==> config.mk <==
export PLATFORM = sky130hd
export DESIGN_NAME = sha256_stream_hash_flat
export DESIGN_NICKNAME = d
export VERILOG_FILES = /design/src/rtl/core/sha_pkg.sv /design/src/rtl/core/sha_if.sv /design/src/rtl/core/sha_core.sv /design/src/rtl/core/sha256_stream_hash.sv /design/src/flat_wrapper.sv
export SDC_FILE = /design/constraint.sdc
export NUM_CORES = 2
export LEC_CHECK = 0
export BUFFER_PORTS_ARGS = -buffer_cell sky130_fd_sc_hd__buf_2
export CORE_ASPECT_RATIO = 2
export CORE_MARGIN = 4
export CORE_UTILIZATION = 65
export DETAILED_ROUTE_END_ITERATION = 10
export GPL_ROUTABILITY_DRIVEN = 0
export PLACE_DENSITY = 0.81
export SETUP_SLACK_MARGIN = 0.15
export SYNTH_ARGS = -nofsm -noshare
export SYNTH_HDL_FRONTEND = slang
export SYNTH_HIERARCHICAL = 1
export SYNTH_SLANG_ARGS = --single-unit
==> constraint.sdc <==
create_clock -name clk -period 19.6 [get_ports clk]
set_input_delay 3.92 -clock clk [delete_from_list [all_inputs] [get_ports clk]]
set_output_delay 3.92 -clock clk [all_outputs]
set_load 0.1 [all_outputs]
==> src/rtl/core/sha_pkg.sv <==
package sha_pkg;

	localparam int unsigned WORD_W = 32;
	localparam int unsigned BLOCK_BYTES = 64;
	localparam logic [60:0] COUNT_MAX = {61{1'b1}};
	localparam logic [7:0] PAD_BYTE = 8'h80;
	localparam int unsigned LAST_ROUND = 63;
	localparam int unsigned LEN_SLOT = 56;

	typedef logic [WORD_W-1:0] word_t;

	typedef enum logic [2:0] {
		ST_LOAD,
		ST_PAD,
		ST_LEN,
		ST_RUN,
		ST_SUM,
		ST_OUT
	} state_t;

	typedef struct packed {
		logic start;
	} run_ctl_t;

	typedef struct packed {
		logic busy;
		logic done;
	} run_sts_t;

	localparam word_t ROUND_K [64] = '{
		32'h428a2f98, 32'h71374491, 32'hb5c0fbcf, 32'he9b5dba5,
		32'h3956c25b, 32'h59f111f1, 32'h923f82a4, 32'hab1c5ed5,
		32'hd807aa98, 32'h12835b01, 32'h243185be, 32'h550c7dc3,
		32'h72be5d74, 32'h80deb1fe, 32'h9bdc06a7, 32'hc19bf174,
		32'he49b69c1, 32'hefbe4786, 32'h0fc19dc6, 32'h240ca1cc,
		32'h2de92c6f, 32'h4a7484aa, 32'h5cb0a9dc, 32'h76f988da,
		32'h983e5152, 32'ha831c66d, 32'hb00327c8, 32'hbf597fc7,
		32'hc6e00bf3, 32'hd5a79147, 32'h06ca6351, 32'h14292967,
		32'h27b70a85, 32'h2e1b2138, 32'h4d2c6dfc, 32'h53380d13,
		32'h650a7354, 32'h766a0abb, 32'h81c2c92e, 32'h92722c85,
		32'ha2bfe8a1, 32'ha81a664b, 32'hc24b8b70, 32'hc76c51a3,
		32'hd192e819, 32'hd6990624, 32'hf40e3585, 32'h106aa070,
		32'h19a4c116, 32'h1e376c08, 32'h2748774c, 32'h34b0bcb5,
		32'h391c0cb3, 32'h4ed8aa4a, 32'h5b9cca4f, 32'h682e6ff3,
		32'h748f82ee, 32'h78a5636f, 32'h84c87814, 32'h8cc70208,
		32'h90befffa, 32'ha4506ceb, 32'hbef9a3f7, 32'hc67178f2
	};

	localparam word_t INIT_H [8] = '{
		32'h6a09e667, 32'hbb67ae85, 32'h3c6ef372, 32'ha54ff53a,
		32'h510e527f, 32'h9b05688c, 32'h1f83d9ab, 32'h5be0cd19
	};

	function automatic word_t rotr(input word_t x, input int unsigned n);
		rotr = (x >> n) | (x << (WORD_W - n));
	endfunction

endpackage

==> src/rtl/core/sha_if.sv <==
interface sha_in_if;
	logic       valid;
	logic       ready;
	logic [7:0] data_byte;
	logic       has_byte;
	logic       end_of_message;
	modport source (output valid, data_byte, has_byte, end_of_message, input ready);
	modport sink (input valid, data_byte, has_byte, end_of_message, output ready);
endinterface

interface sha_out_if;
	logic        valid;
	logic        ready;
	logic [31:0] digest_word;
	logic [2:0]  word_index;
	logic        last_word;
	modport source (output valid, digest_word, word_index, last_word, input ready);
	modport sink (input valid, digest_word, word_index, last_word, output ready);
endinterface

==> src/rtl/core/sha_core.sv <==
module sha_core
	import sha_pkg::*;
(
	input  logic     clk,
	input  logic     arst_n,
	input  run_ctl_t ctl,
	output run_sts_t sts,
	// block word write port from the loader
	input  logic       blk_we,
	input  logic [3:0] blk_waddr,
	input  word_t      blk_wdata,
	input  logic       hash_rst,
	input  logic [2:0] hash_raddr,
	output word_t      hash_rdata
);

	// 16-entry schedule ring: rounds 16..63 overwrite slot t%16
	word_t sched_mem [16];
	word_t hash_mem [8];
	word_t va_q, vb_q, vc_q, vd_q, ve_q, vf_q, vg_q, vh_q;
	logic [6:0] cnt_q;
	logic run_q, sum_q, done_q;
	logic [2:0] sum_idx_q;
	word_t w_t, w15, w2, w16, w7, s0, s1, w_new, t1, t2;
	logic [5:0] rnd;
	logic [3:0] ri;

	assign rnd = cnt_q[5:0];
	assign ri = rnd[3:0];
	assign w16 = sched_mem[ri];
	assign w15 = sched_mem[ri + 4'd1];
	assign w7 = sched_mem[ri + 4'd9];
	assign w2 = sched_mem[ri + 4'd14];
	assign s0 = rotr(w15, 7) ^ rotr(w15, 18) ^ (w15 >> 3);
	assign s1 = rotr(w2, 17) ^ rotr(w2, 19) ^ (w2 >> 10);
	assign w_new = w16 + s0 + w7 + s1;
	assign w_t = (rnd < 6'd16) ? w16 : w_new;
	assign t1 = vh_q + (rotr(ve_q, 6) ^ rotr(ve_q, 11) ^ rotr(ve_q, 25))
		+ ((ve_q & vf_q) ^ (~ve_q & vg_q)) + ROUND_K[rnd] + w_t;
	assign t2 = (rotr(va_q, 2) ^ rotr(va_q, 13) ^ rotr(va_q, 22))
		+ ((va_q & vb_q) ^ (va_q & vc_q) ^ (vb_q & vc_q));

	always_ff @(posedge clk) begin
		if (blk_we) begin
			sched_mem[blk_waddr] <= blk_wdata;
		end else if (run_q) begin
			sched_mem[ri] <= w_t;
		end
	end

	always_ff @(posedge clk or negedge arst_n) begin
		if (!arst_n) begin
			run_q <= 1'b0;
			sum_q <= 1'b0;
			cnt_q <= '0;
			sum_idx_q <= '0;
			done_q <= 1'b0;
		end else begin
			done_q <= 1'b0;
			if (ctl.start) begin
				run_q <= 1'b1;
				cnt_q <= '0;
			end else if (run_q) begin
				cnt_q <= cnt_q + 7'd1;
				if (rnd == 6'(LAST_ROUND)) begin
					run_q <= 1'b0;
					sum_q <= 1'b1;
					sum_idx_q <= '0;
				end
			end else if (sum_q) begin
				sum_idx_q <= sum_idx_q + 3'd1;
				if (sum_idx_q == 3'd7) begin
					sum_q <= 1'b0;
					done_q <= 1'b1;
				end
			end
		end
	end

	// hash chaining value, one word added back per cycle
	always_ff @(posedge clk or negedge arst_n) begin
		if (!arst_n) begin
			for (int i = 0; i < 8; i++) hash_mem[i] <= INIT_H[i];
		end else if (hash_rst) begin
			for (int i = 0; i < 8; i++) hash_mem[i] <= INIT_H[i];
		end else if (sum_q) begin
			unique case (sum_idx_q)
				3'd0: hash_mem[0] <= hash_mem[0] + va_q;
				3'd1: hash_mem[1] <= hash_mem[1] + vb_q;
				3'd2: hash_mem[2] <= hash_mem[2] + vc_q;
				3'd3: hash_mem[3] <= hash_mem[3] + vd_q;
				3'd4: hash_mem[4] <= hash_mem[4] + ve_q;
				3'd5: hash_mem[5] <= hash_mem[5] + vf_q;
				3'd6: hash_mem[6] <= hash_mem[6] + vg_q;
				3'd7: hash_mem[7] <= hash_mem[7] + vh_q;
				default: ;
			endcase
		end
	end

	always_ff @(posedge clk) begin
		if (ctl.start) begin
			va_q <= hash_mem[0]; vb_q <= hash_mem[1];
			vc_q <= hash_mem[2]; vd_q <= hash_mem[3];
			ve_q <= hash_mem[4]; vf_q <= hash_mem[5];
			vg_q <= hash_mem[6]; vh_q <= hash_mem[7];
		end else if (run_q) begin
			vh_q <= vg_q; vg_q <= vf_q; vf_q <= ve_q;
			ve_q <= vd_q + t1;
			vd_q <= vc_q; vc_q <= vb_q; vb_q <= va_q;
			va_q <= t1 + t2;
		end
	end

	assign sts.done = done_q;
	assign sts.busy = run_q | sum_q | ctl.start;
	assign hash_rdata = hash_mem[hash_raddr];

endmodule

==> src/rtl/core/sha256_stream_hash.sv <==
// channel  | dir | payload
// in_ch    | in  | data_byte[7:0], has_byte, end_of_message
// out_ch   | out | digest_word[31:0], word_index[2:0], last_word
// every 64th byte stalls in_ch while the core starts, runs its rounds,
// adds the eight hash words back and signals done
// an end transfer pads the block one byte slot at a time, runs one or two blocks,
// then presents eight digest words, one per accepted output transfer
// arst_n clears control; hash words return to the initial values
// out_ch stalls hold the digest sequence; in_ch is not ready until it ends
module sha256_stream_hash
	import sha_pkg::*;
(
	input logic clk,
	input logic arst_n,
	sha_in_if.sink in_ch,
	sha_out_if.source out_ch
);

	localparam int unsigned PW = $clog2(BLOCK_BYTES);

	state_t st_q, st_d;
	logic [PW-1:0] fill_q;
	logic [60:0] count_q;
	word_t word_q;
	logic [2:0] oidx_q;
	logic fin_q;
	logic [1:0] len_q;
	run_ctl_t ctl;
	run_sts_t sts;
	logic blk_we, hash_rst, put, acc;
	logic [3:0] blk_waddr;
	word_t blk_wdata, hash_rdata, packed_w;
	logic [7:0] put_byte;
	logic [63:0] bits;
	// pad state: first slot gets 0x80 through pad_first
	logic pad_first_q;

	assign acc = in_ch.valid & in_ch.ready;
	assign bits = {count_q, 3'b000};

	sha_core u_core (
		.clk, .arst_n, .ctl, .sts,
		.blk_we, .blk_waddr, .blk_wdata, .hash_rst,
		.hash_raddr(oidx_q), .hash_rdata
	);

	always_comb begin
		put = 1'b0;
		put_byte = PAD_BYTE;
		if (st_q == ST_LOAD && acc && in_ch.has_byte) begin
			put = 1'b1;
			put_byte = in_ch.data_byte;
		end else if (st_q == ST_PAD) begin
			put = 1'b1;
			put_byte = pad_first_q ? PAD_BYTE : 8'h00;
		end
	end

	// byte shifts into the word register; word written when its last byte lands
	assign packed_w = (fill_q[1:0] == 2'd0) ? {put_byte, 24'h0} :
		(word_q | (word_t'(put_byte) << ((3 - fill_q[1:0]) * 8)));

	always_comb begin
		blk_we = 1'b0;
		blk_waddr = fill_q[PW-1:2];
		blk_wdata = packed_w;
		if (st_q == ST_LEN) begin
			blk_we = 1'b1;
			blk_waddr = len_q[0] ? 4'd15 : 4'd14;
			blk_wdata = len_q[0] ? bits[31:0] : bits[63:32];
		end else if (put && fill_q[1:0] == 2'd3) begin
			blk_we = 1'b1;
		end
	end

	always_comb begin
		st_d = st_q;
		unique case (st_q)
			ST_LOAD: if (acc) begin
				if (in_ch.has_byte && fill_q == PW'(BLOCK_BYTES - 1)) st_d = ST_RUN;
				else if (in_ch.end_of_message) st_d = ST_PAD;
			end
			ST_PAD: if (fill_q == PW'(LEN_SLOT - 1)) st_d = ST_LEN;
				else if (fill_q == PW'(BLOCK_BYTES - 1)) st_d = ST_RUN;
			ST_LEN: if (len_q[0]) st_d = ST_RUN;
			ST_RUN: st_d = ST_SUM;
			ST_SUM: if (sts.done) begin
				if (fin_q && len_q[1]) st_d = ST_OUT;
				else if (fin_q) st_d = ST_PAD;
				else st_d = ST_LOAD;
			end
			ST_OUT: if (out_ch.ready && oidx_q == 3'd7) st_d = ST_LOAD;
			default: st_d = ST_LOAD;
		endcase
	end

	always_comb begin
		in_ch.ready = (st_q == ST_LOAD);
		out_ch.valid = (st_q == ST_OUT);
		out_ch.digest_word = hash_rdata;
		out_ch.word_index = oidx_q;
		out_ch.last_word = (oidx_q == 3'd7);
		ctl.start = (st_q == ST_RUN);
		hash_rst = (st_q == ST_OUT) && out_ch.ready && oidx_q == 3'd7;
	end

	always_ff @(posedge clk or negedge arst_n) begin
		if (!arst_n) begin
			st_q <= ST_LOAD;
			fill_q <= '0;
			count_q <= '0;
			oidx_q <= '0;
			fin_q <= 1'b0;
			len_q <= '0;
			pad_first_q <= 1'b0;
		end else begin
			st_q <= st_d;
			if (put || (st_q == ST_PAD)) begin
				fill_q <= fill_q + PW'(1);
			end
			if (st_q == ST_LOAD && acc) begin
				if (in_ch.has_byte && count_q != COUNT_MAX) count_q <= count_q + 61'd1;
				if (in_ch.end_of_message) begin
					fin_q <= 1'b1;
					pad_first_q <= 1'b1;
				end
			end
			if (st_q == ST_PAD) pad_first_q <= 1'b0;
			if (st_q == ST_LEN) begin
				len_q <= {len_q[0], ~len_q[0]};
				if (len_q[0]) fill_q <= '0;
			end
			if (st_q == ST_OUT && out_ch.ready) begin
				oidx_q <= oidx_q + 3'd1;
				if (oidx_q == 3'd7) begin
					fin_q <= 1'b0;
					len_q <= '0;
					count_q <= '0;
				end
			end
		end
	end

	always_ff @(posedge clk) begin
		if (put) word_q <= packed_w;
	end

endmodule

==> src/flat_wrapper.sv <==
// flat-port wrapper written by rule: the top's interface ports become plain ports
module sha256_stream_hash_flat import sha_pkg::*;
  (clk, arst_n, in_ch_valid, in_ch_data_byte, in_ch_has_byte, in_ch_end_of_message, in_ch_ready, out_ch_valid, out_ch_digest_word, out_ch_word_index, out_ch_last_word, out_ch_ready);
  sha_in_if in_ch_i ();
  sha_out_if out_ch_i ();
  input logic clk;
  input logic arst_n;
  input wire logic [$bits(in_ch_i.valid)-1:0] in_ch_valid;
  input wire logic [$bits(in_ch_i.data_byte)-1:0] in_ch_data_byte;
  input wire logic [$bits(in_ch_i.has_byte)-1:0] in_ch_has_byte;
  input wire logic [$bits(in_ch_i.end_of_message)-1:0] in_ch_end_of_message;
  output wire logic [$bits(in_ch_i.ready)-1:0] in_ch_ready;
  output wire logic [$bits(out_ch_i.valid)-1:0] out_ch_valid;
  output wire logic [$bits(out_ch_i.digest_word)-1:0] out_ch_digest_word;
  output wire logic [$bits(out_ch_i.word_index)-1:0] out_ch_word_index;
  output wire logic [$bits(out_ch_i.last_word)-1:0] out_ch_last_word;
  input wire logic [$bits(out_ch_i.ready)-1:0] out_ch_ready;
  assign in_ch_i.valid = in_ch_valid;
  assign in_ch_i.data_byte = in_ch_data_byte;
  assign in_ch_i.has_byte = in_ch_has_byte;
  assign in_ch_i.end_of_message = in_ch_end_of_message;
  assign in_ch_ready = in_ch_i.ready;
  assign out_ch_valid = out_ch_i.valid;
  assign out_ch_digest_word = out_ch_i.digest_word;
  assign out_ch_word_index = out_ch_i.word_index;
  assign out_ch_last_word = out_ch_i.last_word;
  assign out_ch_i.ready = out_ch_ready;
  sha256_stream_hash u_core (.clk(clk), .arst_n(arst_n), .in_ch(in_ch_i), .out_ch(out_ch_i));
endmodule
==> metrics.log, run 1 <==
INFO  metric grt_first_pass_wirelength = 470000 um
INFO  metric grt_pass1_vias = between 70000 and 80000
INFO  metric ios = 52
INFO  metric synth.cell_area = 0.0836 mm^2
INFO  metric postSynthNetCount = 8185
INFO  metric initial_utilization = 65.6%
INFO  metric dp_hpwl = 221000 um
INFO  metric tritoncts.num_buffers = 103
INFO  metric place_inst = 9055
INFO  metric tritoncts_num_sinks = 1145
INFO  metric cts_root_buf = sky130_fd_sc_hd__clkbuf_16
INFO  metric row_count = 185
INFO  metric ys.warnings.count = 6
INFO  metric place.port_buffers = 51
INFO  metric syn-instance-count = 7573
INFO  metric ctsResizeCount = 0
INFO  metric grtUsageTotal = 47.8%
INFO  metric ctsHoldBuffers = 0
INFO  metric die_w = 262 um
INFO  metric h-tree-depth = 3
INFO  metric syn-mean-instance-area = 11.0 um^2
INFO  metric globalRouteOverflowTotal = 22
INFO  metric clock_buffer_depth = 3
INFO  metric run_status = aborted with a tool error
INFO  metric setup_fix_bufs_post_cts = 0
INFO  metric grt_start_max_net_pins = ~160
INFO  metric die-height = 515 um
INFO  metric failing_step = 5_1_grt
INFO  metric error_line = [ERROR GRT-0116] Global routing finished with congestion. Check the congestion regions in the DRC Viewer.
layer usage:
layer	GRT overflow	track usage [%]
met5	0	2.93
met4	17	51.3
met2	4	74.6
met1	0	44.4
met3	1	20.0
metrics by stage:
| step | utilization, % | instance area, um^2 | setup slack [ns] | hold slack, ns |
|---|---|---|---|---|
| after floorplan | - | 83600 | 5.35 | 0.483 |
| after CTS | 70.1 | 89300 | 4.46 | 0.525 |
| after global placement | 67.3 | 85600 | 4.96 | 0.502 |
| after detailed placement | 67.3 | 85600 | 4.71 | 0.511 |
==> run 2: changes to the inputs <==
- CORE_ASPECT_RATIO: 2 -> unset
- CORE_UTILIZATION: 65 -> 40
- PLACE_DENSITY: 0.81 -> unset
- PLACE_DENSITY_LB_ADDON: unset -> 0.15
- SETUP_SLACK_MARGIN: 0.15 -> unset
==> run 2 against run 1 <==
Net effect:
- the run now ends clean
- synthesized cell count stayed put
- area after synthesis stayed put
==> metrics.log, run 2 <==
INFO  metric run_status = complete, no violations
INFO  metric tritoncts.num_buffers = 143
INFO  metric ios = 52
INFO  metric wl = 300000 um
INFO  metric worst-path-max-fanout = 47
INFO  metric report.final.setup_viol = 0
INFO  metric clock_buffer_depth = 3
INFO  metric detailedRoute.firstPassIterationCount = 8
INFO  metric timing.final.crit_share = 77.9%
INFO  metric grt_setup_unrepaired = false
INFO  metric worst_pin_slew = 1.33 ns
INFO  metric layout_min_cycle_time = 15.27 ns
INFO  metric initial_utilization = 40.3%
INFO  metric grt_start_max_net_pins = 114
INFO  metric grt_pass1_vias = just over 60000
INFO  metric worst-setup-path-type = flip-flop to flip-flop
INFO  metric clkLatencyLatePin = 0.83 ns
INFO  metric final_max_slew_viol_count = 0
INFO  metric row_count = 167
INFO  metric drive_above_1_share = between 10% and 20%
INFO  metric globalRouteOverflowTotal = 0
INFO  metric syn-instance-count = 7573
INFO  metric post_drt_wl_per_cell = 28.8 um
INFO  metric ys.warnings.count = 6
INFO  metric finalHoldWorstSlack = 0.524 ns
INFO  metric timing.hold.worst.class = flip-flop to flip-flop
INFO  metric die_w = 465 um
INFO  metric seqCellArea = 0.0329 mm^2
INFO  metric clock-skew-final = 0.0529 ns
INFO  metric cts_root_buf = sky130_fd_sc_hd__clkbuf_16
INFO  metric setup_fix_bufs_post_cts = 0
INFO  metric die-height = 465 um
INFO  metric antenna_violations_before_repair = 11
INFO  metric drt_first_iter_violations = around 7300
INFO  metric dp_hpwl = 218000 um
INFO  metric die_outline_area = 0.216 mm^2
INFO  metric grt_first_pass_wirelength = approximately 440000 um
INFO  metric setup-tns-final = 0 ns
INFO  metric tritoncts_num_sinks = around 1100
INFO  metric worst-endpoint-arrival = 15.80 ns
INFO  metric final_cell_mix = sky130_fd_sc_hd__edfxtp_1 (800), sky130_fd_sc_hd__a21oi_1 (542), sky130_fd_sc_hd__nand2_1 (513)
INFO  metric largest_register_ff_count = 512
INFO  metric required = 20.13 ns
INFO  metric ctsResizeCount = 0
INFO  metric drc_errors = 0
INFO  metric drt-vias-per-instance = 6.18
INFO  metric syn2layout_area_growth = 9.67%
INFO  metric fillers = 19363
INFO  metric fmax = between 60 and 70 MHz
INFO  metric multi_input_comb_area = 0.0478 mm^2
INFO  metric max_stage_delay = 0.84 ns
INFO  metric clkTransAtPathRegs = 0.05 ns
INFO  metric critical-path-slowest-cell = sky130_fd_sc_hd__dfrtp_4
INFO  metric hold_viol = 0
INFO  metric biggestRegsByFlops = u_core/u_core/sched_mem: 512 flops, u_core/u_core/hash_mem: 256 flops, u_core/count_q: 61 flops
INFO  metric ctsHoldBuffers = 0
INFO  metric coreArea = 0.207 mm^2
INFO  metric postSynthNetCount = between 8000 and 9000
INFO  metric ant_nets = 0
INFO  metric syn-mean-instance-area = 11.0 um^2
INFO  metric cts_tree = yes
INFO  metric vias = 64419
INFO  metric most_common_cell_after_layout_fill_and_taps_aside = sky130_fd_sc_hd__edfxtp_1
INFO  metric timing.max_cap.violations = 0
INFO  metric place.port_buffers = around 50
INFO  metric critPathCaptureType = flip-flop
INFO  metric grtUsageTotal = 27.2%
INFO  metric largest-register = u_core/u_core/sched_mem
INFO  metric startpoint_type = flip-flop
INFO  metric h-tree-depth = 4
INFO  metric synth.cell_area = ~0.084 mm^2
INFO  metric layout.nets = 8123
INFO  metric worst_rel_slew_slack = 10.1%
[run 2: cell type report]
| cell class | count | area share (%) |
|---|---|---|
| Inverter | 426 | 1.75 |
| Clock inverter | 72 | 0.766 |
| Clock buffer | 190 | 4.25 |
| Tap cell | 2788 | 3.81 |
| Multi-Input combinational cell | 5608 | 52.1 |
| Timing Repair Buffer | 187 | 1.46 |
| Antenna cell | 7 | 0.0191 |
| Sequential cell | 1145 | 35.8 |
[run 2: worst paths after layout]
| path | slack (ns) | depth (start not counted) | endpoint | from |
|---|---|---|---|---|
| hold reg to reg | 0.52 | 2 | u_core/u_core/hash_mem[174]$_DFFE_PN1P_ | u_core/u_core/hash_mem[174]$_DFFE_PN1P_ |
| max in group asynchronous | 13.45 | 4 | u_core/u_core/hash_mem[200]$_DFFE_PN0P_ | arst_n |
| hold / removal | 0.52 | 2 | u_core/u_core/hash_mem[174]$_DFFE_PN1P_ | u_core/u_core/hash_mem[174]$_DFFE_PN1P_ |
| setup reg to reg | 4.33 | 44 | u_core/u_core/va_q[28]$_DFFE_PP_ | u_core/u_core/cnt_q[1]$_DFFE_PN0P_ |
| setup / recovery | 4.33 | 44 | u_core/u_core/va_q[28]$_DFFE_PP_ | u_core/u_core/cnt_q[1]$_DFFE_PN0P_ |
| min in group asynchronous | 3.17 | 1 | u_core/count_q[43]$_DFF_PN0_ | arst_n |
[run 2: stage by stage]
step           area, um^2  util, %  std cells  setup slack (ns)
6_report            91700     44.2      10423              4.33
3_5_place_dp        87000     41.9      10154              4.54
5_1_grt             91600     44.2      10418              3.57
4_1_cts             91600     44.2      10416              4.50
3_3_place_gp        87000     41.9      10154              4.66
2_1_floorplan       83600        -       7573              5.35
[run 2: routing by layer]
metal	vias to the layer above	routed length (um)	global-route usage (%)
met3	675	24000	5.06
met1	32664	127000	37.3
met2	2911	135000	42.1
met4	2	14800	11.7
li1	28167	-	-
met5	-	12	0
[run 2: critical path: cells and delay by family, from the launching register on]
kind	cells	cell delay (ns)
AOI/OAI and AO/OA	17	4.86
xor gates and xnor gates	4	0.73
adders and majority gates	9	4.11
buffers and inverters	8	1.94
DFF	1	0.84
muxes	3	1.58
and+or+nand+nor	3	0.79
Power of run 2 is not shown: default switching activity piles up to over one toggle a cycle in this logic, so the estimate is an artifact.
